### config.mk
export PLATFORM = sky130hd
export DESIGN_NAME = js7p_ram
export DESIGN_NICKNAME = d
export VERILOG_FILES = /design/src/design/js7p_ram.sv
export SDC_FILE = /design/constraint.sdc
export NUM_CORES = 2
export LEC_CHECK = 0
export BUFFER_PORTS_ARGS = -buffer_cell sky130_fd_sc_hd__buf_2
export CAP_MARGIN = 20
export CORE_MARGIN = 10
export CORE_UTILIZATION = 35
export CTS_CLUSTER_DIAMETER = 80
export DETAILED_ROUTE_END_ITERATION = 12
export HOLD_SLACK_MARGIN = 0.08
export PLACE_DENSITY = 0.62
export SYNTH_ARGS = -nofsm -noshare
export SYNTH_HDL_FRONTEND = slang
export SYNTH_SLANG_ARGS = --single-unit
export TNS_END_PERCENT = 1
### constraint.sdc
create_clock -name i_clk -period 3.63 [get_ports i_clk]
set_clock_uncertainty 0.1 [all_clocks]
set_input_delay 0.363 -clock i_clk [delete_from_list [all_inputs] [get_ports i_clk]]
set_output_delay 0.363 -clock i_clk [all_outputs]
set_load 0.02 [all_outputs]
### src/design/js7p_ram.sv
// Simple dual-port RAM with one write port and one registered read port.
module js7p_ram #(
    parameter int DEPTH = 64,
    parameter int WIDTH = 32,
    parameter int AW    = $clog2(DEPTH)
) (
    input  logic             i_clk,
    input  logic             i_we,
    input  logic [AW-1:0]    i_wr_addr,
    input  logic [WIDTH-1:0] i_wr_data,
    input  logic [AW-1:0]    i_rd_addr,
    output logic [WIDTH-1:0] o_rd_data
);

    logic [WIDTH-1:0] r_mem [DEPTH];
    logic [WIDTH-1:0] r_rd_data;

    always_ff @(posedge i_clk) begin
        if (i_we) begin
            r_mem[i_wr_addr] <= i_wr_data;
        end
        r_rd_data <= r_mem[i_rd_addr];
    end

    assign o_rd_data = r_rd_data;

endmodule

## Yosys cells after proc, flatten, opt, wreduce, memory -nomap -nowiden

Memory sizes are Yosys's and may differ from the RTL's. A register that Yosys moved wholly into a read port is not among the register bits.
Index checks and enable logic that the tools add are counted.

| word-level totals | value |
|---|---|
| register bits after elaboration | 0 |
| memory bits (writable) | 2048 |
| input bits | 46 |
| output and inout port bits | 32 |
| logic and storage cells | 3 |
| memories kept | 1 |

Memory list:

| memory | words | width | read ports | clocked after memory_dff | write ports | line | source |
|---|---|---|---|---|---|---|---|
| r_mem | 64 | 32 | 1 | 1 | 1 | 15 | `logic [WIDTH-1:0] r_mem [DEPTH];` |

| cells by class | value |
|---|---|
| multiplexer cells | 2 |

Operator list:

| kind | count |
|---|---|
| 1-bit 2-to-1 mux | 2 |

## Depth between registers and ports, before layout

| logic depth | value |
|---|---|
| depth after elaboration | 2 |
| depth in mapped cells | 10 |
| gate-level depth less buffers | 5 |

## Worst setup path before layout

No wires, ideal clock.

| timing | value |
|---|---|
| path type | in2reg |
| start | in i_wr_addr[3] |
| end | mem r_mem[48][0] (enable) |
| setup time | 0.461 ns |
| arrival | 3.062 ns |
| data required time | 3.069 ns |
| path slack | 0.007 ns |
| cell stages on the path | 4 |
| buffers on the path | 1 |
| cell sequence | clkbuf_1 > nor2b_1 > nand4b_1 > nor3_1 |

RTL lines:

| what | line | source |
|---|---|---|
| start, declared | 9 | `input logic [AW-1:0] i_wr_addr,` |
| end, declared | 15 |  |

No word-level cell before the write port.

## Worst setup path after layout

| timing | value |
|---|---|
| start | in i_wr_addr[2] |
| end | mem r_mem[29][25] (enable) |

No word-level cell before the write port.

==> flow_metrics.py <==
metrics = {
    "drt": {
        "vias": 37900,
        "dr.pass1.iters": 8,
        "drc": 0,
        "vias_per_cell": 5.539,
        "wl_microns": 212000,
        "first_iter_violations": 4650,
        "avgRoutedWirePerCell_microns": 30.98,
        "postRouteAntennaNets": 0,
    },
    "logic_synthesis": {
        "synth_cells": 3324,
        "synth_top_cell_by_area": "edfxtp_1",
        "synth.cell_area_sq_um": 78520,
        "ys_seq_area_share_pct": 79.14,
        "yosysUniqueCellTypes": 34,
        "yosys-top-cells-area": "edfxtp_1 (78%), mux4_2 (16%), mux2i_1 (1.2%)",
        "synth_area_per_cell_sq_um": 23.62,
        "ys_ff_latch": 2080,
        "synth_top_area_share_pct": 78.33,
        "syn_nets": 3370,
        "yosys_warnings": 0,
    },
    "grt": {
        "antenna_found_initial": 27,
        "grt_pass1_vias": 38411,
        "grt_pass1_wl_microns": 298900,
        "overflow": 0,
        "grtUsageTotal_pct": 17.13,
        "grt_max_degree": 65,
    },
    "floorplanning": {
        "pin_count": 78,
        "dieHeight_microns": 493.6,
        "core_area_sq_um": 222700,
        "dieArea_sq_um": 243700,
        "initial_utilization_pct": 35.25,
        "rows": 173,
        "die_w_microns": 493.6,
    },
    "cells_and_area": {
        "syn2layout_area_growth_pct": 16.42,
        "final_area_sq_um": 91400,
        "final_layout_size_suffix_gt1_share_pct": 31.64,
        "final_nets": 3733,
        "fillers": 19060,
        "final_cells": 6842,
    },
    "cts": {
        "cts_setup_buffers": 0,
        "cts_max_path_buffers": 3,
        "tritoncts": "yes",
        "cts_buffers": 196,
        "htree_levels": 4,
        "clock_sinks": 2080,
        "clk_pin_slew_ps": 60,
        "clk_latency_ps": 840,
        "root_buffer": "clkbuf_16",
    },
    "placement": {
        "dpl-instance-area_sq_um": 84710,
        "dp_hpwl_microns": 121400,
        "gp_congestion": 0.8107,
        "placed_cells": 6431,
        "io_buffers": 77,
    },
    "run_status": {
        "status": "completed",
    },
    "flow_run": {
        "maxCapViolCount": 0,
    },
    "timing": {
        "finalHoldViolations": 0,
        "finalCritPeriodShare_pct": 75.09,
        "fin_crit_ps": 2726,
        "relSlewSlack_pct": 26.28,
        "fmax_mhz": 366.9,
        "worstMarginPinSlew_ps": 1106,
        "fin_tns_setup_ps": 0,
        "rsz0062_at_grt": "false",
        "drv_slew": 0,
        "setup_viol": 0,
    },
    "worst_setup_path": {
        "worstPathRequired_ps": 4030,
        "end_kind": "register",
        "critPathLaunchType": "input pin",
        "cp.arrival_ps": 3130,
        "crit_type": "input pin to register",
        "critPathMaxFanout": 22,
    },
    "power_and_ir_drop": {
        "powerDensity_nw_per_um2": 539.7,
        "irDropWorstVdd_uv": 434.7,
        "leakage_nw": 28.31,
    },
    "worst_hold_path": {
        "hp-class": "input pin to register",
    },
}
-- kinds of logic (layout without fill, tap and decap cells) --
family                 count (synthesis)  count (layout)  share of synthesized area, %
flip-flops                          2080            2080                         79.14
multiplexers                         637             637                         16.79
AND/OR/NAND/NOR                      223             223                         1.265
AO/OA/AOI/OAI                        202             202                         1.673
buffers and inverters                182             707                         1.128
other                                  0              18                             0
-- placed cells by master (no fill, tap or decap), types with 3 or more instances in the layout --
cell type      count
and3_1             4
o32ai_1            4
nor2_4            62
clkinv_1          46
clkinvlp_4         7
buf_12            64
buf_2             73
diode_2           18
nand2_1           26
clkbuf_1          33
a311oi_1           8
a22oi_1           12
nand2b_1           7
dlygate4sd3_1     23
o22ai_1           84
clkinv_2          39
nand3_1            5
nor2_1            75
mux2i_1           93
dfxtp_1           32
clkinv_4           3
edfxtp_1        2048
buf_8              3
clkbuf_8          12
bufinv_16         10
o221ai_1          27
or3_1              3
buf_4            183
nor2b_1           15
nand3b_1           5
a41o_1             4
or3b_2             3
a21oi_1           62
clkbuf_16        202
mux4_2           544
nor3_1             5
-- report_power, final --
group | switching (mW) | internal, mW
combinational | 1.68 | 1.03
clock | 8.77 | 11.1
sequential | 0.140 | 26.6
total | 10.6 | 38.7
-- flip-flops by register name, indices dropped and copies added, names as in the netlist --
name       count
o_rd_data     32
r_mem       2048
-- worst max-delay path, cell delays in order --
cell and delay (ps):
dlygate4sd3_1 610, buf_2 250, nor2b_1 210, nand3_1 550, nor2_4 790, buf_12 310
-- cell usage after synthesis --
cell type and number:
mux4_2 544, edfxtp_1 2048, clkbuf_1 74, or3b_1 2, a31oi_1 1, or2_0 1, or2_1 1, nand3b_1 5
o32ai_1 4, nand2_1 26, mux2i_1 93, or3_1 3, buf_4 25, nand2b_1 8, nor2b_1 15, buf_6 5
o22ai_1 84, nand4_1 2, nand4b_1 1, and2_1 2, or2_2 1, and3_1 4, o221ai_1 27, buf_2 57
a311oi_1 8, nand3_1 5, buf_1 21, a41o_1 4, a22oi_1 12, a21oi_1 62, nor2_1 137, dfxtp_1 32
or3b_2 3, nor3_1 7
-- metrics by stage --
stage	power (mW)	setup WS, ps	util [%]	hold slack, ps
floorplan	28.50	7.236	-	361.9
CTS	49.64	974.9	40.88	90.63
detailed placement	29.94	106.3	38.03	666.1
global placement	29.90	136.3	38.02	622.1
global route	50.75	848.2	41.02	131.0
finish	49.33	904.3	41.04	139.9
-- final timing paths --
| path | from | end | slack (ps) | cells after the start |
|---|---|---|---|---|
| setup / recovery | i_wr_addr[2] | r_mem[29][25]$_DFFE_PP_ | 900 | 6 |
| hold / removal | i_wr_data[31] | r_mem[50][31]$_DFFE_PP_ | 140 | 1 |
| setup reg to reg | r_mem[11][2]$_DFFE_PP_ | o_rd_data[2]$_DFF_P_ | 1220 | 4 |
| hold reg to reg | r_mem[12][8]$_DFFE_PP_ | o_rd_data[8]$_DFF_P_ | 670 | 4 |
-- layout make-up --
class	count	area [sq um]	share of cell area, %
sequential	2080	62140	67.98
multi-input combinational	1062	15970	17.47
clock buffer	247	5344	5.846
tap	2975	3722	4.072
timing repair buffer	347	3307	3.618
clock inverter	113	878.3	0.9609
antenna	18	45.04	0.04928
-- repair_timing --
item	in CTS	in global routing
gates resized for setup	0	0
setup endpoints to repair	0	0
hold buffers	13	10
hold endpoints to repair	275	406
-- per-layer routing --
| layer | share of wire [%] | wire [microns] | global-route usage [%] |
|---|---|---|---|
| met5 | 0.024 | 50 | 0 |
| met4 | 3.7 | 7867 | 6.130 |
| met1 | 39 | 82780 | 23.25 |
| met3 | 9.1 | 19270 | 3.331 |
| met2 | 48 | 102000 | 27.57 |
Power figures use the tool's default switching activity.
